--- src/mld_pkg.sv ---
// ----------------------------------------------------------------------------
// Microgrid load dispatch package
// Shared types, constants and table/arithmetic functions for the dispatch
// controller. All currents are in centiamps.
// ----------------------------------------------------------------------------
package mld_pkg;

    // Signed working width: covers -1122..+1322 cA intermediate values
    localparam int AMP_W = 12;

    typedef logic signed [AMP_W-1:0] amp_t;

    typedef enum logic [1:0] {
        MODE_IDLE      = 2'd0,
        MODE_CHARGE    = 2'd1,
        MODE_DISCHARGE = 2'd2
    } mode_t;

    // Decision produced by the dispatch logic for one control beat
    typedef struct packed {
        mode_t      mode;
        logic [2:0] supply;
        logic [7:0] mains;
    } dispatch_t;

    localparam logic [6:0] LEVEL_MAX       = 7'd100;
    localparam logic [6:0] THRESHOLD_RESET = 7'd30;
    localparam logic [7:0] MAINS_LIMIT     = 8'd200;
    localparam amp_t       MAINS_LIMIT_A   = 12'sd200;
    localparam amp_t       MODE_AMPS       = 12'sd100;
    localparam amp_t       TOLERANCE       = 12'sd10;
    localparam amp_t       DISCHARGE_GAP   = 12'sd200;
    localparam amp_t       CHARGE_GAP      = 12'sd100;

    // duty = floor(mains*255/400) = floor(mains*51/80), exact for mains <= 255
    // via the reciprocal 10445 / 2^14
    localparam int         DUTY_SHIFT = 14;
    localparam logic [13:0] DUTY_MULT = 14'd10445;

    // Demanded current of each load pattern, index = requested loads
    function automatic amp_t load_amps(input logic [2:0] idx);
        amp_t amps;
        case (idx)
            3'd0:    amps = 12'sd0;
            3'd1:    amps = 12'sd80;
            3'd2:    amps = 12'sd200;
            3'd3:    amps = 12'sd280;
            3'd4:    amps = 12'sd120;
            3'd5:    amps = 12'sd200;
            3'd6:    amps = 12'sd320;
            3'd7:    amps = 12'sd400;
            default: amps = 12'sd0;
        endcase
        return amps;
    endfunction

    // Limit the mains draw to 0..2 A
    function automatic logic [7:0] clamp_mains(input amp_t v);
        logic [7:0] r;
        if (v > MAINS_LIMIT_A)
            r = MAINS_LIMIT;
        else if (v < 12'sd0)
            r = 8'd0;
        else
            r = v[7:0];
        return r;
    endfunction

    function automatic logic [6:0] mains_to_duty(input logic [7:0] mains);
        logic [21:0] prod;
        prod = {14'd0, mains} * {8'd0, DUTY_MULT};
        return prod[DUTY_SHIFT +: 7];
    endfunction

endpackage

--- src/microgrid_load_dispatch.sv ---
// ----------------------------------------------------------------------------
// Microgrid load dispatch controller
// Control beats decide battery mode, supplied loads and mains draw; tick
// beats step the battery percentage. One result beat per input beat.
// ----------------------------------------------------------------------------
// The block takes one input beat per clock while the output side keeps up,
// and returns exactly one result beat for each, in order. A beat passes
// through an input register and the dispatch logic into the result
// register, where its result beat is presented and can be taken when the
// output side is ready. Throughput is one beat per cycle unless the output
// stalls, set by the combinational decision path between the two registers.
// The controller state (battery mode, battery level, supplied loads, mains
// current) is updated as each beat leaves the input register, so
// consecutive beats see each other's effects without any bubble.
// A control beat (func = 0) uses wind_current + solar_current as renewable
// supply, looks up the demand of load_request, and sets the mode, supplied
// loads and mains current (clamped to 0..200 cA). A tick beat (func = 1)
// ignores the readings, repeats the held decision and moves battery_level
// up when charging or down when discharging, held within 0..100.
// mains_duty is floor(mains_current * 255 / 400). battery_threshold is
// written through cfg_write/cfg_data, resets to 30, and should only be
// changed while no beat is in flight.
// ----------------------------------------------------------------------------
module microgrid_load_dispatch
(
    input  logic                clk,
    input  logic                rst_n,

    input  logic                cfg_write,
    input  logic [6:0]          cfg_data,

    input  logic                in_valid,
    output logic                in_ready,
    input  logic                func,
    input  logic [8:0]          wind_current,
    input  logic [8:0]          solar_current,
    input  logic [2:0]          load_request,

    output logic                out_valid,
    input  logic                out_ready,
    output logic [1:0]          battery_mode,
    output logic [2:0]          load_switches,
    output logic [7:0]          mains_current,
    output logic [6:0]          mains_duty,
    output logic [6:0]          battery_level
);

    import mld_pkg::*;

    // Configuration
    logic [6:0] threshold_reg;

    // Input register
    logic       s1_valid_reg, s1_valid_next;
    logic       s1_func_reg;
    logic [9:0] s1_renew_reg;
    logic [2:0] s1_req_reg;

    // Controller state
    mode_t      mode_reg, mode_next;
    logic [6:0] level_reg, level_next;
    logic [2:0] supply_reg, supply_next;
    logic [7:0] mains_reg, mains_next;

    // Result register
    logic       res_valid_reg, res_valid_next;
    mode_t      res_mode_reg;
    logic [2:0] res_supply_reg;
    logic [7:0] res_mains_reg;
    logic [6:0] res_level_reg;

    logic       out_free;
    logic       in_fire;
    logic       s1_fire;
    dispatch_t  decision;

    // Advance when the result register is empty or being drained
    assign out_free = !res_valid_reg || out_ready;
    assign in_ready = !s1_valid_reg || out_free;
    assign in_fire  = in_valid && in_ready;
    assign s1_fire  = s1_valid_reg && out_free;

    mld_dispatch u_dispatch
    (
        .renew     (s1_renew_reg),
        .req       (s1_req_reg),
        .level     (level_reg),
        .threshold (threshold_reg),
        .result    (decision)
    );

    // Next controller state for the beat leaving the input register
    always_comb
    begin
        mode_next   = mode_reg;
        level_next  = level_reg;
        supply_next = supply_reg;
        mains_next  = mains_reg;
        if (s1_fire)
        begin
            if (!s1_func_reg)
            begin
                mode_next   = decision.mode;
                supply_next = decision.supply;
                mains_next  = decision.mains;
            end
            else
            begin
                case (mode_reg)
                    MODE_CHARGE:
                        if (level_reg < LEVEL_MAX)
                            level_next = level_reg + 7'd1;
                    MODE_DISCHARGE:
                        if (level_reg != 7'd0)
                            level_next = level_reg - 7'd1;
                    default:
                        level_next = level_reg;
                endcase
            end
        end
    end

    always_comb
    begin
        // Load wins over drain; otherwise drop on drain
        if (in_fire)
            s1_valid_next = 1'b1;
        else if (out_free)
            s1_valid_next = 1'b0;
        else
            s1_valid_next = s1_valid_reg;

        if (s1_fire)
            res_valid_next = 1'b1;
        else if (out_ready)
            res_valid_next = 1'b0;
        else
            res_valid_next = res_valid_reg;
    end

    // Control and state registers
    always_ff @(posedge clk or negedge rst_n)
    begin
        if (!rst_n)
        begin
            threshold_reg <= THRESHOLD_RESET;
            s1_valid_reg  <= 1'b0;
            res_valid_reg <= 1'b0;
            mode_reg      <= MODE_IDLE;
            level_reg     <= 7'd0;
            supply_reg    <= 3'd0;
            mains_reg     <= 8'd0;
        end
        else
        begin
            if (cfg_write)
                threshold_reg <= cfg_data;
            s1_valid_reg  <= s1_valid_next;
            res_valid_reg <= res_valid_next;
            mode_reg      <= mode_next;
            level_reg     <= level_next;
            supply_reg    <= supply_next;
            mains_reg     <= mains_next;
        end
    end

    // Payload registers: hold unless a beat moves in
    always_ff @(posedge clk)
    begin
        if (in_fire)
        begin
            s1_func_reg  <= func;
            s1_renew_reg <= {1'b0, wind_current} + {1'b0, solar_current};
            s1_req_reg   <= load_request;
        end
        if (s1_fire)
        begin
            res_mode_reg   <= mode_next;
            res_supply_reg <= supply_next;
            res_mains_reg  <= mains_next;
            res_level_reg  <= level_next;
        end
    end

    assign out_valid     = res_valid_reg;
    assign battery_mode  = res_mode_reg;
    assign load_switches = res_supply_reg;
    assign mains_current = res_mains_reg;
    assign mains_duty    = mains_to_duty(res_mains_reg);
    assign battery_level = res_level_reg;

`ifndef SYNTHESIS
    a_level_range: assert property (@(posedge clk) disable iff (!rst_n)
        level_reg <= LEVEL_MAX)
        else $error("battery level above maximum");

    a_mains_range: assert property (@(posedge clk) disable iff (!rst_n)
        mains_reg <= MAINS_LIMIT)
        else $error("mains current above limit");

    a_supply_subset: assert property (@(posedge clk) disable iff (!rst_n)
        (s1_fire && !s1_func_reg) |=> ((supply_reg & ~$past(s1_req_reg)) == 3'd0))
        else $error("supplied loads outside the request");

    a_charge_no_drop: assert property (@(posedge clk) disable iff (!rst_n)
        (s1_fire && s1_func_reg && mode_reg == MODE_CHARGE)
        |=> (level_reg >= $past(level_reg)))
        else $error("battery level fell while charging");

    a_tick_holds_decision: assert property (@(posedge clk) disable iff (!rst_n)
        (s1_fire && s1_func_reg) |=> ($stable(mode_reg) && $stable(mains_reg)))
        else $error("tick beat changed the dispatch decision");
`endif

endmodule

--- src/mld_dispatch.sv ---
// ----------------------------------------------------------------------------
// Microgrid dispatch decision
// Picks battery mode, supplied loads and the clamped mains current for one
// control beat from the renewable current, the request and the battery level.
// ----------------------------------------------------------------------------
module mld_dispatch
(
    input  logic [9:0]          renew,
    input  logic [2:0]          req,
    input  logic [6:0]          level,
    input  logic [6:0]          threshold,
    output mld_pkg::dispatch_t  result
);

    import mld_pkg::*;

    amp_t       renew_a;
    amp_t       called;
    amp_t       diff;
    amp_t       mode_a;
    amp_t       need_a;
    amp_t       avail;
    amp_t       avail_tol;
    mode_t      mode;
    logic [7:0] need;
    logic [2:0] sup;

    assign renew_a   = $signed({2'b00, renew});
    assign called    = load_amps(req);
    assign diff      = called - renew_a;

    // Discharge on a large deficit unless the battery is empty, charge on surplus or when low
    always_comb
    begin
        if (diff > DISCHARGE_GAP && level != 7'd0)
            mode = MODE_DISCHARGE;
        else if ((level < threshold && diff < CHARGE_GAP) || diff < -CHARGE_GAP)
            mode = MODE_CHARGE;
        else
            mode = MODE_IDLE;
    end

    always_comb
    begin
        case (mode)
            MODE_CHARGE:    mode_a = MODE_AMPS;
            MODE_DISCHARGE: mode_a = -MODE_AMPS;
            default:        mode_a = 12'sd0;
        endcase
    end

    assign need      = clamp_mains(diff + mode_a);
    assign need_a    = $signed({4'd0, need});
    assign avail     = need_a + renew_a - mode_a;
    assign avail_tol = avail + TOLERANCE;

    // Full request if it fits, otherwise the fallback for the pattern
    always_comb
    begin
        case (req)
            3'd7:
            begin
                sup = (avail_tol >= load_amps(3'd4)) ? 3'd4 : 3'd0;
                if (avail_tol >= load_amps(3'd5))
                    sup = 3'd5;
                if (avail_tol >= load_amps(3'd6))
                    sup = 3'd6;
            end
            3'd6, 3'd5:
                sup = (avail_tol >= load_amps(3'd4)) ? 3'd4 : 3'd0;
            3'd3:
                sup = (avail_tol >= load_amps(3'd2)) ? 3'd2 : 3'd0;
            default:
                sup = 3'd0;
        endcase
        if (avail_tol >= called)
            sup = req;
    end

    assign result.mode   = mode;
    assign result.supply = sup;
    assign result.mains  = clamp_mains(load_amps(sup) - renew_a + mode_a);

endmodule

--- config.mk ---
export PLATFORM = sky130hd
export DESIGN_NAME = microgrid_load_dispatch
export DESIGN_NICKNAME = d
export VERILOG_FILES = /design/src/mld_pkg.sv /design/src/microgrid_load_dispatch.sv /design/src/mld_dispatch.sv
export SDC_FILE = /design/constraint.sdc
export NUM_CORES = 1
export LEC_CHECK = 0
export ABC_AREA = 1
export BUFFER_PORTS_ARGS = -buffer_cell sky130_fd_sc_hd__buf_2
export CORE_ASPECT_RATIO = 0.5
export CORE_MARGIN = 2
export CORE_UTILIZATION = 50
export CTS_BUF_LIST = sky130_fd_sc_hd__clkbuf_4
export DETAILED_ROUTE_END_ITERATION = 7
export GPL_ROUTABILITY_DRIVEN = 0
export HOLD_SLACK_MARGIN = 0.12
export PLACE_DENSITY_LB_ADDON = 0.12
export RECOVER_POWER = 25
export SYNTH_ARGS = -nofsm -noshare
export SYNTH_HDL_FRONTEND = slang
export SYNTH_SLANG_ARGS = --single-unit
--- constraint.sdc ---
create_clock -name clk -period 24.7 [get_ports clk]
set_input_delay 3.705 -clock clk [delete_from_list [all_inputs] [get_ports clk]]
set_output_delay 3.705 -clock clk [all_outputs]
set_load 0.05 [all_outputs]
==> impl_metrics.prom <==
# TYPE chip_impl_metric gauge
chip_impl_metric{name="multiInputGateArea",unit="um2"} 5137
chip_impl_metric{name="proportion_of_layout_cells_with_a_drive_suffix_above_1",unit="%"} 11.36
chip_impl_metric{name="period_utilisation_layout",unit="%"} 44.88
chip_impl_info{name="setup.worst_path.start_class",value="register"} 1
chip_impl_info{name="unrepaired_setup_endpoints_after_global_routing",value="no"} 1
chip_impl_metric{name="ant_nets",unit=""} 0
chip_impl_metric{name="worstHoldPathCells",unit=""} 2
chip_impl_metric{name="vias",unit=""} 6454
chip_impl_metric{name="fin_hold_ws",unit="ns"} 0.4856
chip_impl_metric{name="die_width",unit="um"} 179.8
chip_impl_metric{name="final-max-slew-violation-count",unit=""} 30
chip_impl_metric{name="yosysUniqueCellTypes",unit=""} 46
chip_impl_metric{name="synthesis.area_per_instance",unit="um2"} 7.816
chip_impl_info{name="timing.hold.worst_endpoint",value="mains_reg[0]$_DFF_PN0_"} 1
chip_impl_metric{name="synth_seq_cells",unit=""} 69
chip_impl_info{name="crit_path_top_delay_cell",value="sky130_fd_sc_hd__edfxtp_1"} 1
chip_impl_metric{name="postSynth.asyncResetShare",unit="%"} 42.03
chip_impl_metric{name="final_hold_viol_count",unit=""} 0
chip_impl_metric{name="simple_gate_portion_of_the_synthesized_area",unit="%"} 21.40
chip_impl_info{name="critical_path_class",value="register to register"} 1
chip_impl_metric{name="min_period",unit="ns"} 11.09
chip_impl_metric{name="first_iter_violations",unit=""} 297
chip_impl_metric{name="muxShareOfSynthArea",unit="%"} 0.2590
chip_impl_metric{name="initial_utilization",unit="%"} 50.67
chip_impl_metric{name="cp_num_buf_inv",unit=""} 9
chip_impl_metric{name="critPathMaxFanout",unit=""} 16
chip_impl_info{name="run_status",value="finished with violations"} 1
chip_impl_metric{name="layout-area-overhead-vs-synth",unit="%"} 9.599
chip_impl_metric{name="largest_register_ffs",unit=""} 10
chip_impl_info{name="crit_path_from",value="s1_renew_reg[1]$_DFFE_PP_"} 1
chip_impl_metric{name="seq_area",unit="um2"} 1872
chip_impl_metric{name="seq_area_frac_synth",unit="%"} 24.21
chip_impl_info{name="tritoncts",value="yes"} 1
chip_impl_metric{name="clock_tree_skew_after_final_layout",unit="ns"} 0.01779
chip_impl_metric{name="syn_nets",unit=""} 1189
chip_impl_metric{name="timing.setup.tns",unit="ns"} 0
chip_impl_metric{name="cts_made_buffers",unit=""} 9
chip_impl_metric{name="grt_pass1_vias",unit=""} 6225
chip_impl_info{name="critical_path.most_common_cell",value="sky130_fd_sc_hd__nand2_1"} 1
chip_impl_info{name="synth_top_cells_by_area",value="sky130_fd_sc_hd__ha_1 23%, sky130_fd_sc_hd__edfxtp_1 13%, sky130_fd_sc_hd__nand2_1 11%"} 1
chip_impl_metric{name="cts_resized",unit=""} 0
chip_impl_metric{name="grt_start_max_net_pins",unit=""} 30
chip_impl_metric{name="ff2ff_path_depth",unit=""} 73
chip_impl_info{name="synth.largest_area_cell",value="sky130_fd_sc_hd__ha_1"} 1
chip_impl_metric{name="antenna_found_initial",unit=""} 1
chip_impl_metric{name="cpPeakStageDelay",unit="ns"} 0.48
chip_impl_metric{name="synthXorXnorAreaFrac",unit="%"} 5.746
chip_impl_metric{name="placement_rows",unit=""} 32
chip_impl_info{name="synth_top_family_by_area",value="adder cells"} 1
chip_impl_metric{name="detail_route.wirelength",unit="um"} 16680
chip_impl_metric{name="floorplan.core_area",unit="um2"} 15250
chip_impl_metric{name="timing_worst_slew_pin_value",unit="ns"} 1.642
chip_impl_metric{name="ios",unit=""} 63
chip_impl_metric{name="fmax",unit="GHz"} 0.09020
chip_impl_info{name="hold_path_class",value="register to register"} 1
chip_impl_metric{name="maxCapViolCount",unit=""} 1
chip_impl_metric{name="grt_pass1_wl",unit="um"} 28950
chip_impl_info{name="synthFlopType",value="sky130_fd_sc_hd__edfxtp_1"} 1
chip_impl_metric{name="cts_sinks",unit=""} 69
chip_impl_metric{name="overflow",unit=""} 0
chip_impl_metric{name="clock_insertion_delay_worst_skew",unit="ns"} 0.45
chip_impl_metric{name="synthesis.area",unit="um2"} 7730
chip_impl_metric{name="synth_warnings",unit=""} 0
chip_impl_metric{name="clock_tree.buffer_depth",unit=""} 2
chip_impl_metric{name="vias_per_cell",unit=""} 5.066
chip_impl_metric{name="final_routed_drc_violation_total",unit=""} 0
chip_impl_metric{name="max-slew-margin-rel",unit="%"} -9.447
chip_impl_metric{name="adder_cell_share_of_the_synthesized_area",unit="%"} 29.20
chip_impl_metric{name="postCtsSetupBuffers",unit=""} 0
chip_impl_info{name="timing.rr.end",value="mains_current[7]$_DFFE_PP_"} 1
chip_impl_metric{name="final_net_count",unit=""} 1260
chip_impl_metric{name="grt_usage",unit="%"} 21.48
chip_impl_metric{name="dp_hpwl",unit="um"} 14050
chip_impl_metric{name="cp.required",unit="ns"} 24.91
chip_impl_metric{name="setup_viol",unit=""} 0
chip_impl_metric{name="synth_compound_gate_area_share",unit="%"} 9.858
chip_impl_metric{name="clk_pin_slew",unit="ns"} 0.12
chip_impl_info{name="cp_top_family",value="simple AND/OR/NAND/NOR gates"} 1
chip_impl_info{name="worstSetupEndpointType",value="register"} 1
chip_impl_info{name="hold_path.startpoint",value="mains_reg[0]$_DFF_PN0_"} 1
chip_impl_metric{name="rrSetupSlack",unit="ns"} 13.61
chip_impl_metric{name="number_of_enable_flip_flop_cells_after_synthesis",unit=""} 34
chip_impl_metric{name="clock_tree.htree_level_count",unit=""} 3
chip_impl_metric{name="fp.dieH",unit="um"} 91.92
chip_impl_metric{name="filler_cell_count",unit=""} 1445
chip_impl_metric{name="port_buffers",unit=""} 62
chip_impl_metric{name="crit_arrival",unit="ns"} 11.29
chip_impl_info{name="clock_tree.root_cell",value="sky130_fd_sc_hd__clkbuf_4"} 1
chip_impl_metric{name="synth_top_area_share",unit="%"} 22.98
chip_impl_info{name="violations",value="max-capacitance violations, max-slew violations"} 1
chip_impl_metric{name="dieArea",unit="um2"} 16530
chip_impl_metric{name="synthesis.instances",unit=""} 989
chip_impl_info{name="critical_path.reg2reg.startpoint",value="s1_renew_reg[1]$_DFFE_PP_"} 1
chip_impl_metric{name="avgRoutedWirePerCell",unit="um"} 13.09
chip_impl_metric{name="cts_hold_buffers",unit=""} 0
chip_impl_metric{name="drt-pass1-iter-count",unit=""} 5
==> kinds of logic after synthesis <==
family / count (synthesis)
buf+inv: 192
flops: 69
simple gates: 384
mux: 2
compound gates: 130
fa+ha+maj: 166
xor+xnor: 46
==> routing by layer <==
| metal | global-route usage [%] | part of all wire (%) |
|---|---|---|
| met3 | 3.535 | 3.9 |
| met2 | 35.44 | 44 |
| met1 | 30.05 | 52 |
| met4 | 3.997 | 0.68 |
| met5 | 0 | 0 |
==> stage by stage <==
| step | worst slack [ns] | std cells | utilization (%) | instance area [um2] |
|---|---|---|---|---|
| after detailed placement | 13.75 | 1253 | 54.36 | 8292 |
| after CTS | 13.67 | 1269 | 55.48 | 8463 |
| after global routing | 12.48 | 1274 | 55.54 | 8472 |
| after floorplan | 15.05 | 989 | - | 7730 |
| final | 13.61 | 1274 | 55.54 | 8472 |
| after global placement | 14.07 | 1253 | 54.36 | 8292 |
==> worst max-delay path by stage <==
stage                            endpoint  slack, ns  cells past startpoint
6_report       mains_current[7]$_DFFE_PP_      13.61                     73
5_1_grt        mains_current[7]$_DFFE_PP_      12.48                     72
4_1_cts        mains_current[7]$_DFFE_PP_      13.67                     73
3_5_place_dp   mains_current[7]$_DFFE_PP_      13.75                     73
3_3_place_gp   mains_current[7]$_DFFE_PP_      14.07                     73
2_1_floorplan  mains_current[7]$_DFFE_PP_      15.05                     73
==> synth_stat cells (all sizes together) (11+ instances only) <==
library cell	count
a21oi	57
dfrtp	25
edfxtp	34
fa	24
ha	142
inv	189
nand2	227
nand3	60
nand4	11
nor2	62
o21ai	41
xor2	37
==> tightest hold or removal path: stages, from the launching register on <==
cell and delay, ns:
sky130_fd_sc_hd__dfrtp_1 0.34, sky130_fd_sc_hd__nand2_1 0.05, sky130_fd_sc_hd__nand2_1 0.07
==> cells in the final DEF, fill, tap and decap left out, types with 10 or more instances in the layout <==
cell	count
sky130_fd_sc_hd__fa_1	24
sky130_fd_sc_hd__ha_1	142
sky130_fd_sc_hd__nand4_1	11
sky130_fd_sc_hd__xor2_1	33
sky130_fd_sc_hd__nand2_1	222
sky130_fd_sc_hd__buf_2	59
sky130_fd_sc_hd__nand3_1	60
sky130_fd_sc_hd__a21oi_1	55
sky130_fd_sc_hd__dfrtp_1	25
sky130_fd_sc_hd__nor2_1	52
sky130_fd_sc_hd__edfxtp_1	34
sky130_fd_sc_hd__inv_2	10
sky130_fd_sc_hd__o21ai_0	33
sky130_fd_sc_hd__inv_1	179
==> cell type report <==
type	instances	area share, %
multi-input cells	728	60.64
flip-flops and latches	69	22.09
inverters	189	8.374
repair buffers	63	3.707
well taps	204	3.013
clock inverters	7	1.226
clock buffers	9	0.7975
diodes	5	0.1477
Power is not shown: default switching activity piles up to over one toggle a cycle in this logic, so the estimate is an artifact.
